File: src/design/wmss_pkg.sv
// ============================================================================
// wmss_pkg: shared types and constants of the window scorer
// field widths of the sample and result beats, mode codes, saturation limits
// ============================================================================
package wmss_pkg;

    localparam int SAMPLE_BITS = 24;
    localparam int STD_W       = 24;
    localparam int COUNT_W     = 9;
    localparam int SCORE_W     = 25;

    typedef logic [1:0]                    t_mode;
    typedef logic signed [SAMPLE_BITS-1:0] t_sample;
    typedef logic [STD_W-1:0]              t_std;
    typedef logic [COUNT_W-1:0]            t_count;
    typedef logic [SCORE_W-1:0]            t_score;

    // beat modes; the fourth code is ignored
    localparam t_mode MODE_ADD   = 2'd0;
    localparam t_mode MODE_CLOSE = 2'd1;
    localparam t_mode MODE_CLEAR = 2'd2;

    localparam t_score SCORE_MAX = '1;
    localparam t_std   STD_MAX   = '1;

endpackage

File: src/design/wmss_in_if.sv
// ============================================================================
// wmss_in_if: sample channel
// valid/ready handshake carrying mode, sample and target speed
// ============================================================================
interface wmss_in_if;

    logic                valid;
    logic                ready;
    wmss_pkg::t_mode     mode;
    wmss_pkg::t_sample   sample;
    wmss_pkg::t_sample   target_speed;

    modport source (output valid, output mode, output sample, output target_speed,
                    input ready);
    modport sink (input valid, input mode, input sample, input target_speed,
                  output ready);

endinterface

File: src/design/wmss_out_if.sv
// ============================================================================
// wmss_out_if: result channel
// valid/ready handshake carrying the window statistics and score
// ============================================================================
interface wmss_out_if;

    logic                valid;
    logic                ready;
    wmss_pkg::t_sample   mean_speed;
    wmss_pkg::t_std      std_dev;
    wmss_pkg::t_count    num_samples;
    wmss_pkg::t_score    score;
    logic                is_best;
    logic                overflowed;

    modport source (output valid, output mean_speed, output std_dev,
                    output num_samples, output score, output is_best,
                    output overflowed, input ready);
    modport sink (input valid, input mean_speed, input std_dev,
                  input num_samples, input score, input is_best,
                  input overflowed, output ready);

endinterface

File: src/design/wmss_div.sv
// ============================================================================
// wmss_div: serial restoring divider
// one quotient bit per cycle; done is high for a single cycle, and o_quot holds the quotient in that cycle and after
// ============================================================================
module wmss_div #(
    parameter int DVD_W = 64,
    parameter int DVS_W = 18
) (
    input  logic             i_clk,
    input  logic             i_rst_n,
    input  logic             i_start,
    input  logic [DVD_W-1:0] i_dividend,
    input  logic [DVS_W-1:0] i_divisor,
    output logic             o_done,
    output logic [DVD_W-1:0] o_quot
);

    localparam int CNT_W = $clog2(DVD_W);

    logic             r_busy, n_busy;
    logic             r_done, n_done;
    logic [CNT_W-1:0] r_cnt, n_cnt;
    logic [DVS_W-1:0] r_rem, n_rem;
    logic [DVD_W-1:0] r_quot, n_quot;
    logic [DVS_W-1:0] r_dvs, n_dvs;

    logic [DVS_W:0]   w_part;
    logic [DVS_W+1:0] w_trial;

    // shift in the next dividend bit and try the subtract
    assign w_part  = {r_rem, r_quot[DVD_W-1]};
    assign w_trial = {1'b0, w_part} - {2'b00, r_dvs};

    always_comb begin
        n_busy = r_busy;
        n_done = 1'b0;
        n_cnt  = r_cnt;
        n_rem  = r_rem;
        n_quot = r_quot;
        n_dvs  = r_dvs;
        if (i_start) begin
            n_busy = 1'b1;
            n_cnt  = CNT_W'(DVD_W - 1);
            n_rem  = '0;
            n_quot = i_dividend;
            n_dvs  = i_divisor;
        end else if (r_busy) begin
            if (w_trial[DVS_W+1]) begin
                n_rem  = w_part[DVS_W-1:0];
                n_quot = {r_quot[DVD_W-2:0], 1'b0};
            end else begin
                n_rem  = w_trial[DVS_W-1:0];
                n_quot = {r_quot[DVD_W-2:0], 1'b1};
            end
            if (r_cnt == '0) begin
                n_busy = 1'b0;
                n_done = 1'b1;
            end else begin
                n_cnt = r_cnt - 1'b1;
            end
        end
    end

    always_ff @(posedge i_clk) begin
        if (!i_rst_n) begin
            r_busy <= 1'b0;
            r_done <= 1'b0;
        end else begin
            r_busy <= n_busy;
            r_done <= n_done;
        end
        r_cnt  <= n_cnt;
        r_rem  <= n_rem;
        r_quot <= n_quot;
        r_dvs  <= n_dvs;
    end

    assign o_done = r_done;
    assign o_quot = r_quot;

endmodule

File: src/design/wmss_isqrt.sv
// ============================================================================
// wmss_isqrt: serial integer square root
// digit-by-digit, one root bit per cycle, floor of the root of RAD_W bits
// ============================================================================
module wmss_isqrt #(
    parameter int RAD_W = 64
) (
    input  logic               i_clk,
    input  logic               i_rst_n,
    input  logic               i_start,
    input  logic [RAD_W-1:0]   i_radicand,
    output logic               o_done,
    output logic [RAD_W/2-1:0] o_root
);

    localparam int ROOT_W = RAD_W / 2;
    localparam int REM_W  = ROOT_W + 2;
    localparam int CNT_W  = $clog2(ROOT_W);

    logic              r_busy, n_busy;
    logic              r_done, n_done;
    logic [CNT_W-1:0]  r_cnt, n_cnt;
    logic [RAD_W-1:0]  r_rad, n_rad;
    logic [REM_W-1:0]  r_rem, n_rem;
    logic [ROOT_W-1:0] r_root, n_root;

    logic [REM_W+1:0]  w_cur;
    logic [REM_W+1:0]  w_trial;
    logic [REM_W+2:0]  w_sub;

    // bring down two radicand bits, try root*4+1
    assign w_cur   = {r_rem, r_rad[RAD_W-1 -: 2]};
    assign w_trial = (REM_W + 2)'({r_root, 2'b01});
    assign w_sub   = {1'b0, w_cur} - {1'b0, w_trial};

    always_comb begin
        n_busy = r_busy;
        n_done = 1'b0;
        n_cnt  = r_cnt;
        n_rad  = r_rad;
        n_rem  = r_rem;
        n_root = r_root;
        if (i_start) begin
            n_busy = 1'b1;
            n_cnt  = CNT_W'(ROOT_W - 1);
            n_rad  = i_radicand;
            n_rem  = '0;
            n_root = '0;
        end else if (r_busy) begin
            n_rad = r_rad << 2;
            if (w_sub[REM_W+2]) begin
                n_rem  = w_cur[REM_W-1:0];
                n_root = {r_root[ROOT_W-2:0], 1'b0};
            end else begin
                n_rem  = w_sub[REM_W-1:0];
                n_root = {r_root[ROOT_W-2:0], 1'b1};
            end
            if (r_cnt == '0) begin
                n_busy = 1'b0;
                n_done = 1'b1;
            end else begin
                n_cnt = r_cnt - 1'b1;
            end
        end
    end

    always_ff @(posedge i_clk) begin
        if (!i_rst_n) begin
            r_busy <= 1'b0;
            r_done <= 1'b0;
        end else begin
            r_busy <= n_busy;
            r_done <= n_done;
        end
        r_cnt  <= n_cnt;
        r_rad  <= n_rad;
        r_rem  <= n_rem;
        r_root <= n_root;
    end

    assign o_done = r_done;
    assign o_root = r_root;

endmodule

File: src/design/window_mean_stddev_scorer_core.sv
// ============================================================================
// window_mean_stddev_scorer_core: window mean, sample deviation and score
// add beat: adds the sample, then squares |sample| bit-serially into the sum of squares; a full window drops it
// close beat: mean, sample deviation and score, using up to two 64-bit divides and a 32-bit root
// clear beat: resets the best-score tracker; sync active-low reset empties window and best-score tracker
// ============================================================================
module window_mean_stddev_scorer_core #(
    parameter int MAX_SAMPLES = 256
) (
    input  logic          i_clk,
    input  logic          i_rst_n,
    wmss_in_if.sink       i_in,
    wmss_out_if.source    o_out
);

    import wmss_pkg::*;

    // widths follow from the window depth
    localparam int CW    = $clog2(MAX_SAMPLES + 1);      // sample counter
    localparam int MAG_W = SAMPLE_BITS - 1 + CW;         // |running sum|
    localparam int SUM_W = MAG_W + 1;                    // signed running sum
    localparam int SQ_W  = 2 * (SAMPLE_BITS - 1) + CW;   // sum of squares
    localparam int NUM_W = 2 * MAG_W;                    // n*sumsq and sum^2
    localparam int DIV_W = 2 * CW;                       // n*(n-1)
    localparam int ERR_W = SAMPLE_BITS + 1;              // |mean - target|
    localparam int TOT_W = ((ERR_W > MAG_W) ? ERR_W : MAG_W) + 1;
    localparam int CE_W  = (CW > COUNT_W) ? CW : COUNT_W;

    // one-hot sequencer
    typedef enum logic [10:0] {
        S_IDLE     = 11'b000_0000_0001,
        S_SQR      = 11'b000_0000_0010,   // bit-serial square of one sample
        S_DIV_MEAN = 11'b000_0000_0100,   // |sum| / n
        S_MUL_SQ   = 11'b000_0000_1000,   // sum^2
        S_MUL_N    = 11'b000_0001_0000,   // n * sumsq
        S_DIFF     = 11'b000_0010_0000,   // n*sumsq - sum^2
        S_DIV_VAR  = 11'b000_0100_0000,   // / (n*(n-1))
        S_SQRT     = 11'b000_1000_0000,   // floor root
        S_ERR      = 11'b001_0000_0000,   // |mean - target|
        S_SCORE    = 11'b010_0000_0000,   // saturated score
        S_OUT      = 11'b100_0000_0000    // load the result beat
    } t_state;

    t_state r_state, n_state;

    // window accumulators and tracker
    logic signed [SUM_W-1:0] r_sum, n_sum;
    logic [SQ_W-1:0]         r_sqsum, n_sqsum;
    logic [CW-1:0]           r_count, n_count;
    logic                    r_dropped, n_dropped;
    t_score                  r_best, n_best;
    logic                    r_have_best, n_have_best;

    // close working registers
    t_sample                 r_target, n_target;
    t_sample                 r_mean, n_mean;
    logic [MAG_W-1:0]        r_dev, n_dev;
    logic [ERR_W-1:0]        r_err, n_err;
    t_score                  r_score, n_score;
    logic [NUM_W-1:0]        r_sq, n_sq;
    logic [NUM_W-1:0]        r_num, n_num;
    logic [DIV_W-1:0]        r_nn, n_nn;

    // shift-add multiplier: multiplicand moves left, multiplier bits retire right
    logic [NUM_W-1:0]        r_mcand, n_mcand;
    logic [MAG_W-1:0]        r_mplier, n_mplier;

    // result beat register
    logic                    r_out_valid, n_out_valid;
    t_sample                 r_out_mean, n_out_mean;
    t_std                    r_out_std, n_out_std;
    t_count                  r_out_count, n_out_count;
    t_score                  r_out_score, n_out_score;
    logic                    r_out_best, n_out_best;
    logic                    r_out_ovf, n_out_ovf;

    logic                    w_in_fire;
    logic                    w_out_free;
    logic [SAMPLE_BITS-1:0]  w_smag;
    logic [MAG_W-1:0]        w_sum_mag;
    logic [NUM_W-1:0]        w_acc_base;
    logic [NUM_W-1:0]        w_acc_next;
    logic                    w_mul_last;
    logic [NUM_W:0]          w_diff;
    logic                    w_div_start;
    logic [NUM_W-1:0]        w_div_dvd;
    logic [DIV_W-1:0]        w_div_dvs;
    logic                    w_div_done;
    logic [NUM_W-1:0]        w_div_quot;
    logic [SAMPLE_BITS-1:0]  w_mean_q;
    logic                    w_sqrt_start;
    logic                    w_sqrt_done;
    logic [MAG_W-1:0]        w_root;
    logic signed [ERR_W-1:0] w_d1;
    logic signed [ERR_W-1:0] w_d2;
    logic [TOT_W-1:0]        w_total;
    logic                    w_is_best;
    logic [CE_W-1:0]         w_cnt_ext;

    // one beat at a time; the result register frees the input side
    assign i_in.ready = (r_state == S_IDLE);
    assign w_in_fire  = i_in.valid && i_in.ready;
    assign w_out_free = !r_out_valid || o_out.ready;

    // magnitudes of the incoming sample and of the running sum
    assign w_smag    = i_in.sample[SAMPLE_BITS-1] ? SAMPLE_BITS'(-i_in.sample)
                                                  : SAMPLE_BITS'(i_in.sample);
    assign w_sum_mag = r_sum[SUM_W-1] ? MAG_W'(-r_sum) : MAG_W'(r_sum);

    // shared accumulate adder of the multiplier
    always_comb begin
        case (r_state)
            S_SQR:    w_acc_base = NUM_W'(r_sqsum);
            S_MUL_SQ: w_acc_base = r_sq;
            default:  w_acc_base = r_num;
        endcase
    end

    assign w_acc_next = w_acc_base + (r_mplier[0] ? r_mcand : '0);
    assign w_mul_last = (r_mplier[MAG_W-1:1] == '0);

    // n*sumsq - sum^2 with borrow in the top bit
    assign w_diff = {1'b0, r_num} - {1'b0, r_sq};

    // divider is shared by the mean and the variance
    assign w_div_start = (w_in_fire && i_in.mode == MODE_CLOSE && r_count != '0)
                      || (r_state == S_DIFF && !w_diff[NUM_W]);
    assign w_div_dvd   = (r_state == S_IDLE) ? NUM_W'(w_sum_mag) : w_diff[NUM_W-1:0];
    assign w_div_dvs   = (r_state == S_IDLE) ? DIV_W'(r_count) : r_nn;
    assign w_mean_q    = w_div_quot[SAMPLE_BITS-1:0];

    wmss_div #(
        .DVD_W (NUM_W),
        .DVS_W (DIV_W)
    ) u_div (
        .i_clk      (i_clk),
        .i_rst_n    (i_rst_n),
        .i_start    (w_div_start),
        .i_dividend (w_div_dvd),
        .i_divisor  (w_div_dvs),
        .o_done     (w_div_done),
        .o_quot     (w_div_quot)
    );

    // root starts straight from the variance quotient
    assign w_sqrt_start = (r_state == S_DIV_VAR) && w_div_done;

    wmss_isqrt #(
        .RAD_W (NUM_W)
    ) u_isqrt (
        .i_clk      (i_clk),
        .i_rst_n    (i_rst_n),
        .i_start    (w_sqrt_start),
        .i_radicand (w_div_quot),
        .o_done     (w_sqrt_done),
        .o_root     (w_root)
    );

    // both differences side by side, pick the non-negative one
    assign w_d1 = ERR_W'(r_mean) - ERR_W'(r_target);
    assign w_d2 = ERR_W'(r_target) - ERR_W'(r_mean);

    assign w_total   = TOT_W'(r_err) + TOT_W'(r_dev);
    assign w_is_best = !r_have_best || (r_score < r_best);
    assign w_cnt_ext = CE_W'(r_count);

    always_comb begin
        n_state     = r_state;
        n_sum       = r_sum;
        n_sqsum     = r_sqsum;
        n_count     = r_count;
        n_dropped   = r_dropped;
        n_best      = r_best;
        n_have_best = r_have_best;
        n_target    = r_target;
        n_mean      = r_mean;
        n_dev       = r_dev;
        n_err       = r_err;
        n_score     = r_score;
        n_sq        = r_sq;
        n_num       = r_num;
        n_nn        = r_nn;
        n_mcand     = r_mcand;
        n_mplier    = r_mplier;
        n_out_valid = r_out_valid && !o_out.ready;
        n_out_mean  = r_out_mean;
        n_out_std   = r_out_std;
        n_out_count = r_out_count;
        n_out_score = r_out_score;
        n_out_best  = r_out_best;
        n_out_ovf   = r_out_ovf;

        case (r_state)
            S_IDLE: begin
                if (w_in_fire) begin
                    case (i_in.mode)
                        MODE_ADD: begin
                            if (r_count >= CW'(MAX_SAMPLES)) begin
                                // window full: drop and remember it
                                n_dropped = 1'b1;
                            end else begin
                                n_sum    = r_sum + SUM_W'(i_in.sample);
                                n_count  = r_count + 1'b1;
                                n_mcand  = NUM_W'(w_smag);
                                n_mplier = MAG_W'(w_smag);
                                n_state  = S_SQR;
                            end
                        end
                        MODE_CLOSE: begin
                            n_target = i_in.target_speed;
                            n_mean   = '0;
                            n_dev    = '0;
                            // empty window skips straight to the score
                            n_state  = (r_count == '0) ? S_ERR : S_DIV_MEAN;
                        end
                        MODE_CLEAR: begin
                            n_best      = '0;
                            n_have_best = 1'b0;
                        end
                        default: begin
                        end
                    endcase
                end
            end
            S_SQR: begin
                n_sqsum  = w_acc_next[SQ_W-1:0];
                n_mcand  = r_mcand << 1;
                n_mplier = r_mplier >> 1;
                if (w_mul_last) begin
                    n_state = S_IDLE;
                end
            end
            S_DIV_MEAN: begin
                if (w_div_done) begin
                    // truncation toward zero: divide magnitudes, restore sign
                    n_mean = r_sum[SUM_W-1] ? t_sample'(-w_mean_q) : t_sample'(w_mean_q);
                    if (r_count >= CW'(2)) begin
                        n_mcand  = NUM_W'(w_sum_mag);
                        n_mplier = w_sum_mag;
                        n_sq     = '0;
                        n_state  = S_MUL_SQ;
                    end else begin
                        // single sample: deviation stays zero
                        n_state = S_ERR;
                    end
                end
            end
            S_MUL_SQ: begin
                n_sq     = w_acc_next;
                n_mcand  = r_mcand << 1;
                n_mplier = r_mplier >> 1;
                if (w_mul_last) begin
                    n_mcand  = NUM_W'(r_sqsum);
                    n_mplier = MAG_W'(r_count);
                    n_num    = '0;
                    n_state  = S_MUL_N;
                end
            end
            S_MUL_N: begin
                n_num    = w_acc_next;
                n_mcand  = r_mcand << 1;
                n_mplier = r_mplier >> 1;
                n_nn     = DIV_W'(r_count) * DIV_W'(r_count - 1'b1);
                if (w_mul_last) begin
                    n_state = S_DIFF;
                end
            end
            S_DIFF: begin
                // negative numerator gives zero deviation
                n_state = w_diff[NUM_W] ? S_ERR : S_DIV_VAR;
            end
            S_DIV_VAR: begin
                if (w_div_done) begin
                    n_state = S_SQRT;
                end
            end
            S_SQRT: begin
                if (w_sqrt_done) begin
                    n_dev   = w_root;
                    n_state = S_ERR;
                end
            end
            S_ERR: begin
                n_err   = w_d1[ERR_W-1] ? ERR_W'(w_d2) : ERR_W'(w_d1);
                n_state = S_SCORE;
            end
            S_SCORE: begin
                n_score = (w_total > TOT_W'(SCORE_MAX)) ? SCORE_MAX
                                                        : w_total[SCORE_W-1:0];
                n_state = S_OUT;
            end
            S_OUT: begin
                if (w_out_free) begin
                    n_out_valid = 1'b1;
                    n_out_mean  = r_mean;
                    n_out_std   = (r_dev[MAG_W-1:STD_W] != '0) ? STD_MAX
                                                               : r_dev[STD_W-1:0];
                    n_out_count = w_cnt_ext[COUNT_W-1:0];
                    n_out_score = r_score;
                    n_out_best  = w_is_best;
                    n_out_ovf   = r_dropped;
                    if (w_is_best) begin
                        n_best      = r_score;
                        n_have_best = 1'b1;
                    end
                    // window starts over, tracker is kept
                    n_sum     = '0;
                    n_sqsum   = '0;
                    n_count   = '0;
                    n_dropped = 1'b0;
                    n_state   = S_IDLE;
                end
            end
            default: begin
                n_state = S_IDLE;
            end
        endcase
    end

    always_ff @(posedge i_clk) begin
        if (!i_rst_n) begin
            r_state     <= S_IDLE;
            r_sum       <= '0;
            r_sqsum     <= '0;
            r_count     <= '0;
            r_dropped   <= 1'b0;
            r_best      <= '0;
            r_have_best <= 1'b0;
            r_out_valid <= 1'b0;
        end else begin
            r_state     <= n_state;
            r_sum       <= n_sum;
            r_sqsum     <= n_sqsum;
            r_count     <= n_count;
            r_dropped   <= n_dropped;
            r_best      <= n_best;
            r_have_best <= n_have_best;
            r_out_valid <= n_out_valid;
        end
        r_target    <= n_target;
        r_mean      <= n_mean;
        r_dev       <= n_dev;
        r_err       <= n_err;
        r_score     <= n_score;
        r_sq        <= n_sq;
        r_num       <= n_num;
        r_nn        <= n_nn;
        r_mcand     <= n_mcand;
        r_mplier    <= n_mplier;
        r_out_mean  <= n_out_mean;
        r_out_std   <= n_out_std;
        r_out_count <= n_out_count;
        r_out_score <= n_out_score;
        r_out_best  <= n_out_best;
        r_out_ovf   <= n_out_ovf;
    end

    // result beat
    assign o_out.valid       = r_out_valid;
    assign o_out.mean_speed  = r_out_mean;
    assign o_out.std_dev     = r_out_std;
    assign o_out.num_samples = r_out_count;
    assign o_out.score       = r_out_score;
    assign o_out.is_best     = r_out_best;
    assign o_out.overflowed  = r_out_ovf;

endmodule
File: src/flat_wrapper.sv
// flat-port wrapper written by rule: the top's interface ports become plain ports
module window_mean_stddev_scorer_core_flat import wmss_pkg::*;
#(
    parameter int MAX_SAMPLES = 256
)
  (i_clk, i_rst_n, i_in_valid, i_in_mode, i_in_sample, i_in_target_speed, i_in_ready, o_out_valid, o_out_mean_speed, o_out_std_dev, o_out_num_samples, o_out_score, o_out_is_best, o_out_overflowed, o_out_ready);
  wmss_in_if i_in_i ();
  wmss_out_if o_out_i ();
  input  logic i_clk;
  input  logic i_rst_n;
  input wire logic [$bits(i_in_i.valid)-1:0] i_in_valid;
  input wire logic [$bits(i_in_i.mode)-1:0] i_in_mode;
  input wire logic [$bits(i_in_i.sample)-1:0] i_in_sample;
  input wire logic [$bits(i_in_i.target_speed)-1:0] i_in_target_speed;
  output wire logic [$bits(i_in_i.ready)-1:0] i_in_ready;
  output wire logic [$bits(o_out_i.valid)-1:0] o_out_valid;
  output wire logic [$bits(o_out_i.mean_speed)-1:0] o_out_mean_speed;
  output wire logic [$bits(o_out_i.std_dev)-1:0] o_out_std_dev;
  output wire logic [$bits(o_out_i.num_samples)-1:0] o_out_num_samples;
  output wire logic [$bits(o_out_i.score)-1:0] o_out_score;
  output wire logic [$bits(o_out_i.is_best)-1:0] o_out_is_best;
  output wire logic [$bits(o_out_i.overflowed)-1:0] o_out_overflowed;
  input wire logic [$bits(o_out_i.ready)-1:0] o_out_ready;
  assign i_in_i.valid = i_in_valid;
  assign i_in_i.mode = i_in_mode;
  assign i_in_i.sample = i_in_sample;
  assign i_in_i.target_speed = i_in_target_speed;
  assign i_in_ready = i_in_i.ready;
  assign o_out_valid = o_out_i.valid;
  assign o_out_mean_speed = o_out_i.mean_speed;
  assign o_out_std_dev = o_out_i.std_dev;
  assign o_out_num_samples = o_out_i.num_samples;
  assign o_out_score = o_out_i.score;
  assign o_out_is_best = o_out_i.is_best;
  assign o_out_overflowed = o_out_i.overflowed;
  assign o_out_i.ready = o_out_ready;
  window_mean_stddev_scorer_core #(.MAX_SAMPLES(MAX_SAMPLES)) u_core (.i_clk(i_clk), .i_rst_n(i_rst_n), .i_in(i_in_i), .o_out(o_out_i));
endmodule
File: config.mk
export PLATFORM = sky130hd
export DESIGN_NAME = window_mean_stddev_scorer_core_flat
export DESIGN_NICKNAME = d
export VERILOG_FILES = /design/src/design/wmss_pkg.sv /design/src/design/wmss_in_if.sv /design/src/design/wmss_out_if.sv /design/src/design/wmss_div.sv /design/src/design/wmss_isqrt.sv /design/src/design/window_mean_stddev_scorer_core.sv /design/src/flat_wrapper.sv
export SDC_FILE = /design/constraint.sdc
export NUM_CORES = 2
export LEC_CHECK = 0
export BUFFER_PORTS_ARGS = -buffer_cell sky130_fd_sc_hd__buf_2
export CORE_UTILIZATION = 30
export CTS_BUF_LIST = sky130_fd_sc_hd__clkbuf_8
export CTS_CLUSTER_DIAMETER = 80
export CTS_CLUSTER_SIZE = 20
export DETAILED_ROUTE_END_ITERATION = 7
export GPL_ROUTABILITY_DRIVEN = 0
export HOLD_SLACK_MARGIN = 0.08
export SYNTH_ARGS = -nofsm -noshare
export SYNTH_HDL_FRONTEND = slang
export SYNTH_SLANG_ARGS = --single-unit
File: constraint.sdc
create_clock -name i_clk -period 10.9 [get_ports i_clk]
set_input_delay 0.545 -clock i_clk [delete_from_list [all_inputs] [get_ports i_clk]]
set_output_delay 0.545 -clock i_clk [all_outputs]
set_load 0.02 [all_outputs]
==> flow_summary.yaml <==
power:
  vdd_ir_drop_max_mv: 0.103
  p_leak_nw: 23.1
  power_density_mw_per_mm2: 123
sta:
  setup_viol: 0
  rsz0062_at_grt: "false"
  finClkSkew_ps: 94.2
  max_slew_margin_pct: 20.2
  finalSetupTns_ps: 0
  min_period_ps: 7130
  holdWs_ps: 204
  timing.final.crit_share_pct: 65.4
  finalHoldViolations: 0
  max_freq_mhz: 140
  worst_pin_slew_ps: 1190
  finalMaxSlewViolations: 0
place:
  place_hpwl_um: 116000
  portBuffers: 139
  placed_cells: 8029
critical_path:
  startpoint_type: "flip-flop"
  cp.required_ps: 11430
  r2r_cells: 25
  critical_path_peak_fanout: 23
  crit_arrival_ps: 7660
  cp-end-kind: "flip-flop"
  r2r_setup_slack_ps: 3770
  critical_path_class: "flip-flop to flip-flop"
global_route:
  grt_pass1_vias: 41300
  grt_max_degree: 78
  antenna_found_initial: 15
  grt.total_usage_pct: 16.8
  grt_overflow_total: 0
  grt_pass1_wl_um: 242000
drt:
  post_drt_via_cell_ratio: 5.24
  wl_per_cell_um: 19.3
  first_iter_violations: 3906
  wirelength_um: 157000
  num_vias: 42800
  drc: 0
  firstDrtPassIters: 8
  ant_nets: 0
clock_network:
  numCtsBuffers: 56
  tritoncts: "yes"
  clockBufferDepth: 3
  clk_latency_ps: 840
  cts_max_level: 2
  path_clk_slew_ps: 130
  clock-root-buffer: "clkbuf_8"
  clock-sinks: 836
yosys:
  yosys_warnings: 0
  synth_cell_type_count: 93
  synthCells: 5754
  synth_top_cell_area_share_pct: 33.6
  synth_area_sq_mm: 0.0538
  synthTopCellsByCount: "nand2_1, edfxtp_1, nor2_1, inv_1, ha_1"
  synth_top_cell_by_area: "edfxtp_1"
  ys_seq_area_share_pct: 42.3
  syn_area_per_cell_sq_um: 9.35
  async_flop_share_pct: 0
  yosysMostFrequentCell: "nand2_1"
  synthTopCellsByArea: "edfxtp_1, dfxtp_1, ha_1"
  ys.flop_type: "edfxtp_1"
  ys_ff_latch: 836
  synth_edf_count: 601
floorplan:
  fp.dieH_um: 425
  num_rows: 155
  start_util_pct: 30.2
  die_w_um: 425
  ioPinCount: 140
  die_area_sq_mm: 0.181
  coreArea_sq_mm: 0.178
job:
  max_cap_violations: 0
final_layout:
  areaGrowthSynthToFinish_pct: 8.66
  fillCellCount: 18200
  instances_no_fill: 8167
  nNetsFinal: 6242
  drive_gt1_share_pct: 6.65
  fin_util_pct: 32.8
hold_path:
  whs_path_depth: 2
  hp-class: "primary input to flip-flop"
status:
  outcome: "complete, no violations"
[stage by stage]
step	power, mW	setup WS [ps]	cell area (sq um)
floorplan	4.94	1960	53800
global placement	5.36	4050	56900
detailed placement	5.39	3900	56900
CTS	7.20	3820	58400
global route	7.52	3380	58400
finish	7.17	3770	58400
[metal layers]
layer	GRT usage, %	wire length, um	vias up
li1	-	-	20400
met1	22.4	68700	20900
met2	28.1	73900	1350
met3	1.96	9250	227
met4	5.93	5370	0
met5	0	0	-
[sequential cells by signal, indices dropped and copies added, names as in the netlist, 17 cells and up]
signal                   count
u_core.u_div.o_quot         64
u_core.o_out.std_dev        24
u_core.r_score              25
u_core.r_mean               24
u_core.o_out.score          25
u_core.r_num                64
u_core.r_mplier             32
u_core.u_isqrt.r_rad        64
u_core.u_isqrt.r_rem        34
u_core.u_div.r_rem          18
u_core.r_dev                32
u_core.r_err                25
u_core.o_out.mean_speed     24
u_core.r_sqsum              55
u_core.r_sum                33
u_core.r_mcand              64
u_core.r_nn                 17
u_core.u_isqrt.o_root       32
u_core.u_div.r_dvs          18
u_core.r_target             24
u_core.r_sq                 64
u_core.r_best               25
[report_power, final]
| part | internal [mW] | switching, mW |
|---|---|---|
| clock network | 0.667 | 1.15 |
| logic | 0.684 | 1.05 |
| registers | 3.52 | 0.105 |
| total | 4.87 | 2.30 |
[path summary, 6_finish.rpt]
check / startpoint / endpoint
setup reg to reg: u_core.r_count[0] / u_core.r_nn[17]
hold reg to reg: u_core.r_dropped / u_core.o_out.overflowed
hold / removal: i_rst_n / u_core.r_state[3]
setup / recovery: u_core.r_count[0] / u_core.r_nn[17]
[repair_timing]
action	4_1_cts	5_1_grt
hold buffers	24	0
setup buffers	0	0
endpoints found under the hold margin	24	0
resized for setup	0	0
endpoints found under the setup margin	0	0
[worst max-delay path, cell delays in order, from the launching register on]
cell and delay [ps]:
dfxtp_1 870, inv_1 330, ha_1 280, inv_1 100, or3_1 120, ha_1 320, nand2b_1 210, fa_1 540
inv_1 60, fa_1 460, ha_1 300, inv_1 60, fa_1 590, inv_1 60, ha_1 280, a21o_1 180
a21oi_1 230, o21ai_0 120, a21oi_1 240, o21ai_0 120, a21oi_1 240, o21ai_0 180, or4_1 470, a31o_2 250
a21oi_1 170, xnor2_1 80
[placed cells by master (no fill, tap or decap), drive strengths merged, types with 18 or more instances in the layout]
cell type / instances
o21ai: 348
a21boi: 34
mux2i: 77
nor2: 471
edfxtp: 601
nand4: 61
a21o: 186
a21oi: 352
or3: 26
a211oi: 48
o21bai: 47
nand2b: 71
a31oi: 31
mux2: 18
a22oi: 71
buf: 190
fa: 79
ha: 353
o31ai: 42
clkbuf: 57
o211ai: 28
nand3b: 18
and3: 26
o22ai: 35
nor2b: 91
dfxtp: 235
nand2: 638
xor2: 160
xnor2: 169
a22o: 51
dlygate4sd3: 24
nor4: 37
and2: 168
nor3: 67
or4: 21
or2: 37
inv: 438
o21a: 37
nand3: 161
a221o: 42
[layout make-up]
cell class	count	area, sq um	share of cell area, %
Clock inverter	48	459	0.786
Antenna cell	9	22.5	0.0385
Tap cell	2355	2950	5.04
Clock buffer	57	785	1.34
Inverter	404	1520	2.59
Sequential cell	836	22800	38.9
Timing Repair Buffer	214	1320	2.26
Multi-Input combinational cell	4244	28600	49.0
[cells by family after synthesis]
group,Yosys count,synth area share [%]
buffers and inverters,687,4.84
XOR/XNOR,329,5.36
adder cells (fa/ha/maj),432,11.2
AND/OR/NAND/NOR,1913,16.9
other,2,0.0140
flip-flops,836,42.3
AO/OA/AOI/OAI,1460,17.7
multiplexers,95,1.81
Power figures use the tool's default switching activity.
